==> config.mk <==
export PLATFORM = sky130hd
export DESIGN_NAME = pending_message_table_top
export DESIGN_NICKNAME = d
export VERILOG_FILES = /design/src/pmt_pkg.sv /design/src/pmt_cell.sv /design/src/pending_message_table_top.sv
export SDC_FILE = /design/constraint.sdc
export NUM_CORES = 2
export LEC_CHECK = 0
export ABC_CLOCK_PERIOD_IN_PS = 6000
export BUFFER_PORTS_ARGS = -buffer_cell sky130_fd_sc_hd__buf_2
export CAP_MARGIN = 5
export CORE_MARGIN = 1
export CORE_UTILIZATION = 40
export DETAILED_ROUTE_END_ITERATION = 6
export SYNTH_ARGS = -nofsm -noshare
export SYNTH_HDL_FRONTEND = slang
export SYNTH_SLANG_ARGS = --single-unit
==> constraint.sdc <==
create_clock -name i_clk -period 6 [get_ports i_clk]
set_clock_uncertainty 0.1 [all_clocks]
set_input_delay 0.6 -clock i_clk [delete_from_list [all_inputs] [get_ports i_clk]]
set_output_delay 0.6 -clock i_clk [all_outputs]
set_load 0.02 [all_outputs]
==> src/pmt_pkg.sv <==
package pmt_pkg;

    // Field widths
    localparam int OP_W    = 2;
    localparam int SEQ_W   = 16;
    localparam int TIME_W  = 32;
    localparam int RETRY_W = 8;
    localparam int LEN_W   = 8;
    localparam int STAT_W  = 2;
    localparam int HELD_W  = 5;

    localparam int IN_DATA_W  = 64;
    localparam int IN_USER_W  = 2;
    localparam int OUT_DATA_W = 56;

    localparam int TABLE_DEPTH_DEF = 16;
    localparam logic [LEN_W-1:0] MAX_LEN_RST = 8'd64;

    // Operation codes
    localparam logic [OP_W-1:0] OP_ADD    = 2'd0;
    localparam logic [OP_W-1:0] OP_FIND   = 2'd1;
    localparam logic [OP_W-1:0] OP_REMOVE = 2'd2;
    localparam logic [OP_W-1:0] OP_CLEAR  = 2'd3;

    // Status codes
    localparam logic [STAT_W-1:0] ST_OK        = 2'd0;
    localparam logic [STAT_W-1:0] ST_TOO_LONG  = 2'd1;
    localparam logic [STAT_W-1:0] ST_FULL      = 2'd2;
    localparam logic [STAT_W-1:0] ST_NOT_FOUND = 2'd3;

    // One table entry as held in a cell
    typedef struct packed {
        logic               valid;
        logic [SEQ_W-1:0]   seq;
        logic [TIME_W-1:0]  arr_time;
        logic [RETRY_W-1:0] retry;
        logic [LEN_W-1:0]   len;
    } t_entry;

    // Search token that ripples down the chain, one cell per cycle
    typedef struct packed {
        logic               tok;
        logic               found;
        logic [TIME_W-1:0]  arr_time;
        logic [RETRY_W-1:0] retry;
        logic [LEN_W-1:0]   len;
    } t_pkt;

    // Controls broadcast to every cell
    typedef struct packed {
        logic               add_en;
        logic               clr;
        logic               rem;
        logic [SEQ_W-1:0]   key;
        logic [TIME_W-1:0]  arr_time;
        logic [RETRY_W-1:0] retry;
        logic [LEN_W-1:0]   len;
    } t_ctl;

endpackage

==> src/pmt_cell.sv <==
module pmt_cell
    import pmt_pkg::*;
(
    input  logic   i_clk,
    input  logic   i_rst_n,
    input  t_ctl   i_ctl,
    input  logic   i_prev_valid,   // valid bit of the older neighbor
    input  t_entry i_next,         // contents of the younger neighbor
    input  t_pkt   i_pkt,          // token from the older neighbor
    output t_pkt   o_pkt,
    output t_entry o_entry
);

    t_entry r_ent;
    t_pkt   r_pkt;
    t_pkt   n_pkt;
    logic   w_match;
    logic   w_shift;
    logic   w_add;

    // First match along the chain claims the token
    assign w_match = i_pkt.tok && !i_pkt.found && r_ent.valid && (r_ent.seq == i_ctl.key);
    // On remove, every cell from the match onward pulls its younger neighbor
    assign w_shift = i_ctl.rem && i_pkt.tok && (i_pkt.found || w_match);
    // Append lands in the first free cell
    assign w_add   = i_ctl.add_en && !r_ent.valid && i_prev_valid;

    always_comb begin
        n_pkt = i_pkt;
        if (w_match) begin
            n_pkt.found    = 1'b1;
            n_pkt.arr_time = r_ent.arr_time;
            n_pkt.retry    = r_ent.retry;
            n_pkt.len      = r_ent.len;
        end
    end

    // Only the valid bit is reset; entry fields are written by shift or add
    always_ff @(posedge i_clk) begin
        if (!i_rst_n) begin
            r_ent.valid <= 1'b0;
        end else if (i_ctl.clr) begin
            r_ent.valid <= 1'b0;
        end else if (w_shift) begin
            r_ent <= i_next;
        end else if (w_add) begin
            r_ent.valid    <= 1'b1;
            r_ent.seq      <= i_ctl.key;
            r_ent.arr_time <= i_ctl.arr_time;
            r_ent.retry    <= i_ctl.retry;
            r_ent.len      <= i_ctl.len;
        end
    end

    always_ff @(posedge i_clk) begin
        if (!i_rst_n) begin
            r_pkt <= '0;
        end else begin
            r_pkt <= n_pkt;
        end
    end

    assign o_pkt   = r_pkt;
    assign o_entry = r_ent;

endmodule

==> src/pending_message_table_top.sv <==
// Channel  | Dir | Handshake          | Payload
// s_       | in  | s_tvalid/s_tready  | s_tuser: opcode; s_tdata: seq, time, retry, len
// m_       | out | m_tvalid/m_tready  | m_tdata: status, hit, time, retry, len, held count
// cfg      | in  | i_cfg_we           | i_cfg_wdata: max_payload_len
//
// Add and clear act and load their result in the execute state; find and
// remove launch a search token that ripples one cell per cycle down the chain
// of TABLE_DEPTH cells, and load their result once it leaves the last cell.
// One item is in work at a time.
// A new item is taken while a finished result still waits on the m_ side;
// a stalled m_ side holds the next item at its final step.
// Reset (i_rst_n low, synchronous) empties the table and sets the length
// limit to 64.
module pending_message_table_top
    import pmt_pkg::*;
#(
    parameter int TABLE_DEPTH = TABLE_DEPTH_DEF
) (
    input  logic                   i_clk,
    input  logic                   i_rst_n,
    // config
    input  logic                   i_cfg_we,
    input  logic [LEN_W-1:0]       i_cfg_wdata,   // max_payload_len
    // input items
    input  logic                   s_tvalid,
    output logic                   s_tready,
    input  logic [IN_DATA_W-1:0]   s_tdata,       // seq_num[15:0], arrival_time[47:16],
                                                  // retry_budget[55:48], payload_len[63:56]
    input  logic [IN_USER_W-1:0]   s_tuser,       // opcode[1:0]
    // result items
    output logic                   m_tvalid,
    input  logic                   m_tready,
    output logic [OUT_DATA_W-1:0]  m_tdata        // status[1:0], hit[2], hit_time[34:3],
                                                  // hit_retry[42:35], hit_len[50:43],
                                                  // held_count[55:51]
);

    localparam int CNT_W = $clog2(TABLE_DEPTH + 1);

    localparam logic [1:0] S_IDLE = 2'd0;
    localparam logic [1:0] S_EXEC = 2'd1;
    localparam logic [1:0] S_WALK = 2'd2;
    localparam logic [1:0] S_DONE = 2'd3;

    logic [1:0]         r_state;
    logic [1:0]         n_state;

    // Latched item
    logic [OP_W-1:0]    r_op;
    logic [SEQ_W-1:0]   r_seq;
    logic [TIME_W-1:0]  r_time;
    logic [RETRY_W-1:0] r_retry;
    logic [LEN_W-1:0]   r_len;

    logic [LEN_W-1:0]   r_max_len;
    logic [CNT_W-1:0]   r_count;
    logic [CNT_W-1:0]   n_count;

    // Search outcome captured from the chain's tail
    t_pkt               r_res;

    // Output register
    logic               r_m_valid;
    logic [STAT_W-1:0]  r_m_status;
    logic               r_m_hit;
    logic [TIME_W-1:0]  r_m_time;
    logic [RETRY_W-1:0] r_m_retry;
    logic [LEN_W-1:0]   r_m_len;
    logic [HELD_W-1:0]  r_m_held;

    logic               w_accept;
    logic               w_out_free;
    logic               w_out_load;
    logic               w_len_ok;
    logic               w_full;
    logic [STAT_W-1:0]  w_status;
    logic               w_hit;

    t_ctl               w_ctl;
    t_pkt               w_launch;
    t_pkt               w_pkt [TABLE_DEPTH];
    t_entry             w_ent [TABLE_DEPTH];

    assign s_tready   = (r_state == S_IDLE);
    assign w_accept   = s_tvalid && s_tready;
    assign w_out_free = !r_m_valid || m_tready;
    assign w_len_ok   = (r_len <= r_max_len);
    assign w_full     = (r_count == CNT_W'(TABLE_DEPTH));

    // Broadcast controls; add and clear fire only once the result can be stored
    always_comb begin
        w_ctl.add_en   = (r_state == S_EXEC) && (r_op == OP_ADD) && w_out_free
                         && w_len_ok && !w_full;
        w_ctl.clr      = (r_state == S_EXEC) && (r_op == OP_CLEAR) && w_out_free;
        w_ctl.rem      = (r_op == OP_REMOVE);
        w_ctl.key      = r_seq;
        w_ctl.arr_time = r_time;
        w_ctl.retry    = r_retry;
        w_ctl.len      = r_len;
    end

    // Launch the search token into cell 0
    always_comb begin
        w_launch     = '0;
        w_launch.tok = (r_state == S_EXEC) && ((r_op == OP_FIND) || (r_op == OP_REMOVE));
    end

    // Chain of cells, oldest entry in cell 0
    for (genvar g = 0; g < TABLE_DEPTH; g++) begin : g_cell
        t_pkt   w_pin;
        t_entry w_nxt;
        logic   w_pv;

        if (g == 0) begin : g_head
            assign w_pin = w_launch;
            assign w_pv  = 1'b1;
        end else begin : g_body
            assign w_pin = w_pkt[g-1];
            assign w_pv  = w_ent[g-1].valid;
        end

        if (g == TABLE_DEPTH - 1) begin : g_tail
            assign w_nxt = '0;
        end else begin : g_inner
            assign w_nxt = w_ent[g+1];
        end

        pmt_cell u_cell (
            .i_clk        (i_clk),
            .i_rst_n      (i_rst_n),
            .i_ctl        (w_ctl),
            .i_prev_valid (w_pv),
            .i_next       (w_nxt),
            .i_pkt        (w_pin),
            .o_pkt        (w_pkt[g]),
            .o_entry      (w_ent[g])
        );
    end

    // Sequencer and result formation
    always_comb begin
        n_state    = r_state;
        n_count    = r_count;
        w_out_load = 1'b0;
        w_status   = ST_OK;
        w_hit      = 1'b0;
        case (r_state)
            S_IDLE: begin
                if (w_accept) begin
                    n_state = S_EXEC;
                end
            end
            S_EXEC: begin
                if ((r_op == OP_FIND) || (r_op == OP_REMOVE)) begin
                    n_state = S_WALK;
                end else if (w_out_free) begin
                    w_out_load = 1'b1;
                    n_state    = S_IDLE;
                    if (r_op == OP_CLEAR) begin
                        n_count = '0;
                    end else if (!w_len_ok) begin
                        w_status = ST_TOO_LONG;
                    end else if (w_full) begin
                        w_status = ST_FULL;
                    end else begin
                        n_count = r_count + CNT_W'(1);
                    end
                end
            end
            S_WALK: begin
                if (w_pkt[TABLE_DEPTH-1].tok) begin
                    n_state = S_DONE;
                end
            end
            S_DONE: begin
                if (w_out_free) begin
                    w_out_load = 1'b1;
                    n_state    = S_IDLE;
                    if (!r_res.found) begin
                        w_status = ST_NOT_FOUND;
                    end else if (r_op == OP_REMOVE) begin
                        n_count = r_count - CNT_W'(1);
                    end else begin
                        w_hit = 1'b1;
                    end
                end
            end
            default: begin
                n_state = S_IDLE;
            end
        endcase
    end

    always_ff @(posedge i_clk) begin
        if (!i_rst_n) begin
            r_state   <= S_IDLE;
            r_count   <= '0;
            r_max_len <= MAX_LEN_RST;
            r_m_valid <= 1'b0;
        end else begin
            r_state <= n_state;
            r_count <= n_count;
            if (i_cfg_we) begin
                r_max_len <= i_cfg_wdata;
            end
            if (w_out_load) begin
                r_m_valid <= 1'b1;
            end else if (m_tready) begin
                r_m_valid <= 1'b0;
            end
        end
    end

    // Hold the item while it is in work
    always_ff @(posedge i_clk) begin
        if (w_accept) begin
            r_op    <= s_tuser[OP_W-1:0];
            r_seq   <= s_tdata[15:0];
            r_time  <= s_tdata[47:16];
            r_retry <= s_tdata[55:48];
            r_len   <= s_tdata[63:56];
        end
    end

    // Capture the token as it leaves the last cell
    always_ff @(posedge i_clk) begin
        if ((r_state == S_WALK) && w_pkt[TABLE_DEPTH-1].tok) begin
            r_res <= w_pkt[TABLE_DEPTH-1];
        end
    end

    always_ff @(posedge i_clk) begin
        if (w_out_load) begin
            r_m_status <= w_status;
            r_m_hit    <= w_hit;
            r_m_time   <= w_hit ? r_res.arr_time : '0;
            r_m_retry  <= w_hit ? r_res.retry : '0;
            r_m_len    <= w_hit ? r_res.len : '0;
            r_m_held   <= HELD_W'(n_count);
        end
    end

    assign m_tvalid = r_m_valid;
    assign m_tdata  = {r_m_held, r_m_len, r_m_retry, r_m_time, r_m_hit, r_m_status};

endmodule

==> impl_metrics.py <==
metrics = {
    "status": {
        "outcome": "finished with violations",
        "violations": "design-rule violations",
    },
    "cts": {
        "postCtsSetupBuffers": 0,
        "cts_buffers": 207,
        "cts_tree": "built",
        "clkLatencyLatePin_ns": 0.84,
        "clk_pin_slew_worst_paths_ns": 0.06,
        "clock_sinks": 2027,
        "cts_buffer_depth": 3,
        "htree_levels": 4,
        "cts_root_buf": "clkbuf_16",
        "post_cts_resized": 0,
    },
    "layout": {
        "nets": 6321,
        "area_growth_pct": 13.8,
        "design_area_sq_mm": 0.0919,
        "multi_input_area_sq_mm": 0.0264,
        "fillers": 17800,
        "drive_gt1_share_pct": 24.5,
        "register_area_sq_mm": 0.0525,
    },
    "worst_setup_path": {
        "crit_start": "r_len[3]",
        "arrival_ns": 4.75,
        "worstSetupPathType": "reg -> reg",
        "ff2ff_setup_slack_ns": 1.60,
        "cp.required_ns": 6.35,
        "endpoint_kind": "flip-flop",
        "reg2reg_to": "g_cell[0].u_cell.o_entry[35]",
        "cp_max_fo": 64,
        "cp-start-kind": "flip-flop",
        "ff2ff_path_depth": 8,
        "critical_path.endpoint": "g_cell[0].u_cell.o_entry[35]",
        "rr_startpoint": "r_len[3]",
    },
    "global_route": {
        "grt-ovfl-total": 0,
        "grtUsageTotal_pct": 17.2,
        "grt_pass1_wl_um": 279000,
        "grt_pass1_vias": 45900,
        "grt_max_degree": 205,
        "antenna_found_initial": 4,
    },
    "synth": {
        "synth_ff_type": "edfxtp_1",
        "yosysMostFrequentCell": "edfxtp_1",
        "synth_top_area_share_pct": 44.4,
        "synth_edf_count": 1195,
        "synth_top_cell_by_area": "edfxtp_1",
        "ys_seq_area_share_pct": 65.1,
        "async_flop_share_pct": 0,
        "ys_types": 50,
        "synthesis.area_sq_mm": 0.0808,
        "synthTopCellsByCount": "edfxtp_1, mux2_2, dfxtp_1",
        "ys_seq_elements": 2027,
        "syn_avg_cell_area_sq_um": 13.1,
        "yosysWarnings": 0,
        "syn_nets": 6244,
        "synthCells": 6151,
        "synth_area_leaders": "edfxtp_1, dfxtp_1, mux2_2, mux2i_1, nand2_1",
    },
    "power": {
        "power.density_mw_per_mm2": 319,
        "total_power_mw": 29.3,
        "p_leak_nw": 29.8,
        "ir_worst_vdd_mv": 0.356,
    },
    "sta": {
        "fin_crit_ns": 4.40,
        "relSlewSlack_pct": 17.2,
        "totalNegativeSetupSlack_ns": 0,
        "tightest_slew_ns": 1.24,
        "slew_viol_final": 0,
        "finalSetupViolations": 0,
        "finalCritPeriodShare_pct": 73.4,
        "hold_viol": 0,
        "rsz0062_at_grt": "no",
        "fmax_mhz": 227,
    },
    "placement": {
        "place_congestion": 0.813,
        "placed_cell_area_sq_mm": 0.0841,
        "io_buffers": 136,
        "hpwlAfterDp_um": 110000,
    },
    "detailed_routing": {
        "vias": 44000,
        "antenna_left": 0,
        "drc_errors": 16,
        "drt_wl_total_um": 176000,
        "drt_iter0_markers": 2800,
        "dr.pass1.iters": 7,
        "vias_per_cell": 4.85,
        "wire_per_inst_um": 19.4,
    },
    "die": {
        "io_pins": 137,
        "rows": 164,
        "fp.coreArea_sq_mm": 0.200,
        "start_util_pct": 40.3,
        "dieHeight_um": 451,
        "dieArea_sq_mm": 0.204,
        "die_x_um": 451,
    },
    "min_path": {
        "hold_class": "in -> reg",
    },
    "run": {
        "cap_violations": 0,
    },
}
[per-layer routing]
metal	GRT usage (%)	share of wire (%)	vias to the layer above
li1	-	-	21900
met1	26.1	52	21100
met2	25.1	42	770
met3	3.00	4.4	229
met4	4.44	1.9	4
met5	0	0.017	-
[worst min path at each step]
stage,slack [ns],from,to,cells after the start
6_report,0.09,i_cfg_we,r_max_len[7],3
5_1_grt,0.06,i_cfg_we,r_max_len[4],3
4_1_cts,0.01,i_cfg_we,r_max_len[7],3
3_5_place_dp,0.29,g_cell[15].u_cell.o_pkt[1],r_res[1],0
3_3_place_gp,0.29,g_cell[15].u_cell.o_pkt[48],r_res[48],0
2_1_floorplan,0.29,g_cell[15].u_cell.o_pkt[0],r_res[0],0
[critical path: stages (launching register included)]
cell,delay [ns]
edfxtp_1,0.72
ha_1,0.48
nand4_1,0.14
o21ai_0,0.46
and3_1,0.64
buf_4,0.33
nand2b_1,0.13
a21oi_4,0.16
buf_4,0.78
[stage by stage]
step / util [%] / setup slack [ns] / instances / hold WS (ns)
after detailed placement: 42.0 / 1.61 / 8596 / 0.289
after global placement: 42.0 / 1.67 / 8596 / 0.289
after floorplan: - / 0.181 / 6151 / 0.286
after CTS: 45.9 / 1.61 / 9068 / 0.0128
after global routing: 45.9 / 1.35 / 9069 / 0.0640
final: 45.9 / 1.60 / 9071 / 0.0869
[timing repair]
item                                   in CTS  in global routing
endpoints found under the hold margin      76                  0
setup endpoints to repair                   0                  0
hold buffers                               79                  0
[state kept, by name (all words and copies together), names as in the netlist, 16 cells and up]
| signal | count |
|---|---|
| g_cell.u_cell.o_entry | 1040 |
| g_cell.u_cell.o_pkt | 800 |
| r_m_time | 32 |
| r_res | 49 |
| r_seq | 16 |
| r_time | 32 |
[cells by family (layout without fill, tap and decap cells)]
logic type / after synthesis / in the layout / share of synthesized area (%)
other: 0 / 3 / 0
flip-flops: 2027 / 2027 / 65.1
adder cells (fa/ha/maj): 14 / 14 / 0.217
AO/OA/AOI/OAI: 492 / 492 / 3.36
AND/OR/NAND/NOR: 1594 / 1594 / 8.44
buffers and inverters: 475 / 736 / 2.66
multiplexers: 1292 / 1292 / 17.5
XOR/XNOR: 257 / 257 / 2.79
[where the power goes]
part	switching [mW]	total (mW)	internal (mW)	leakage (nW)
Clock	5.49	13.2	7.68	3.48
Sequential	0.223	15.1	14.8	17.6
Combinational	0.538	1.08	0.538	8.76
Total	6.25	29.3	23.1	29.8
[cell usage in the layout, fill, tap and decap left out, types with 38 or more instances in the layout]
master	count
and2_1	177
clkinv_2	38
edfxtp_1	1195
xor2_1	175
clkbuf_16	216
mux2_2	949
mux2i_1	343
nand2_1	824
buf_4	82
nor2_1	386
dfxtp_1	832
xnor2_1	82
a21oi_1	396
buf_2	136
dlygate4sd3_1	79
nand3_1	39
clkbuf_1	50
[layout make-up]
type | count | area share, %
Clock buffer | 303 | 6.64
Sequential cell | 2027 | 57.1
Antenna cell | 3 | 0.00817
Tap cell | 2656 | 3.61
Timing Repair Buffer | 315 | 2.66
Multi-Input combinational cell | 3649 | 28.8
Inverter | 28 | 0.122
Clock inverter | 90 | 1.05
Note: power is estimated with default switching activity, not from simulation.
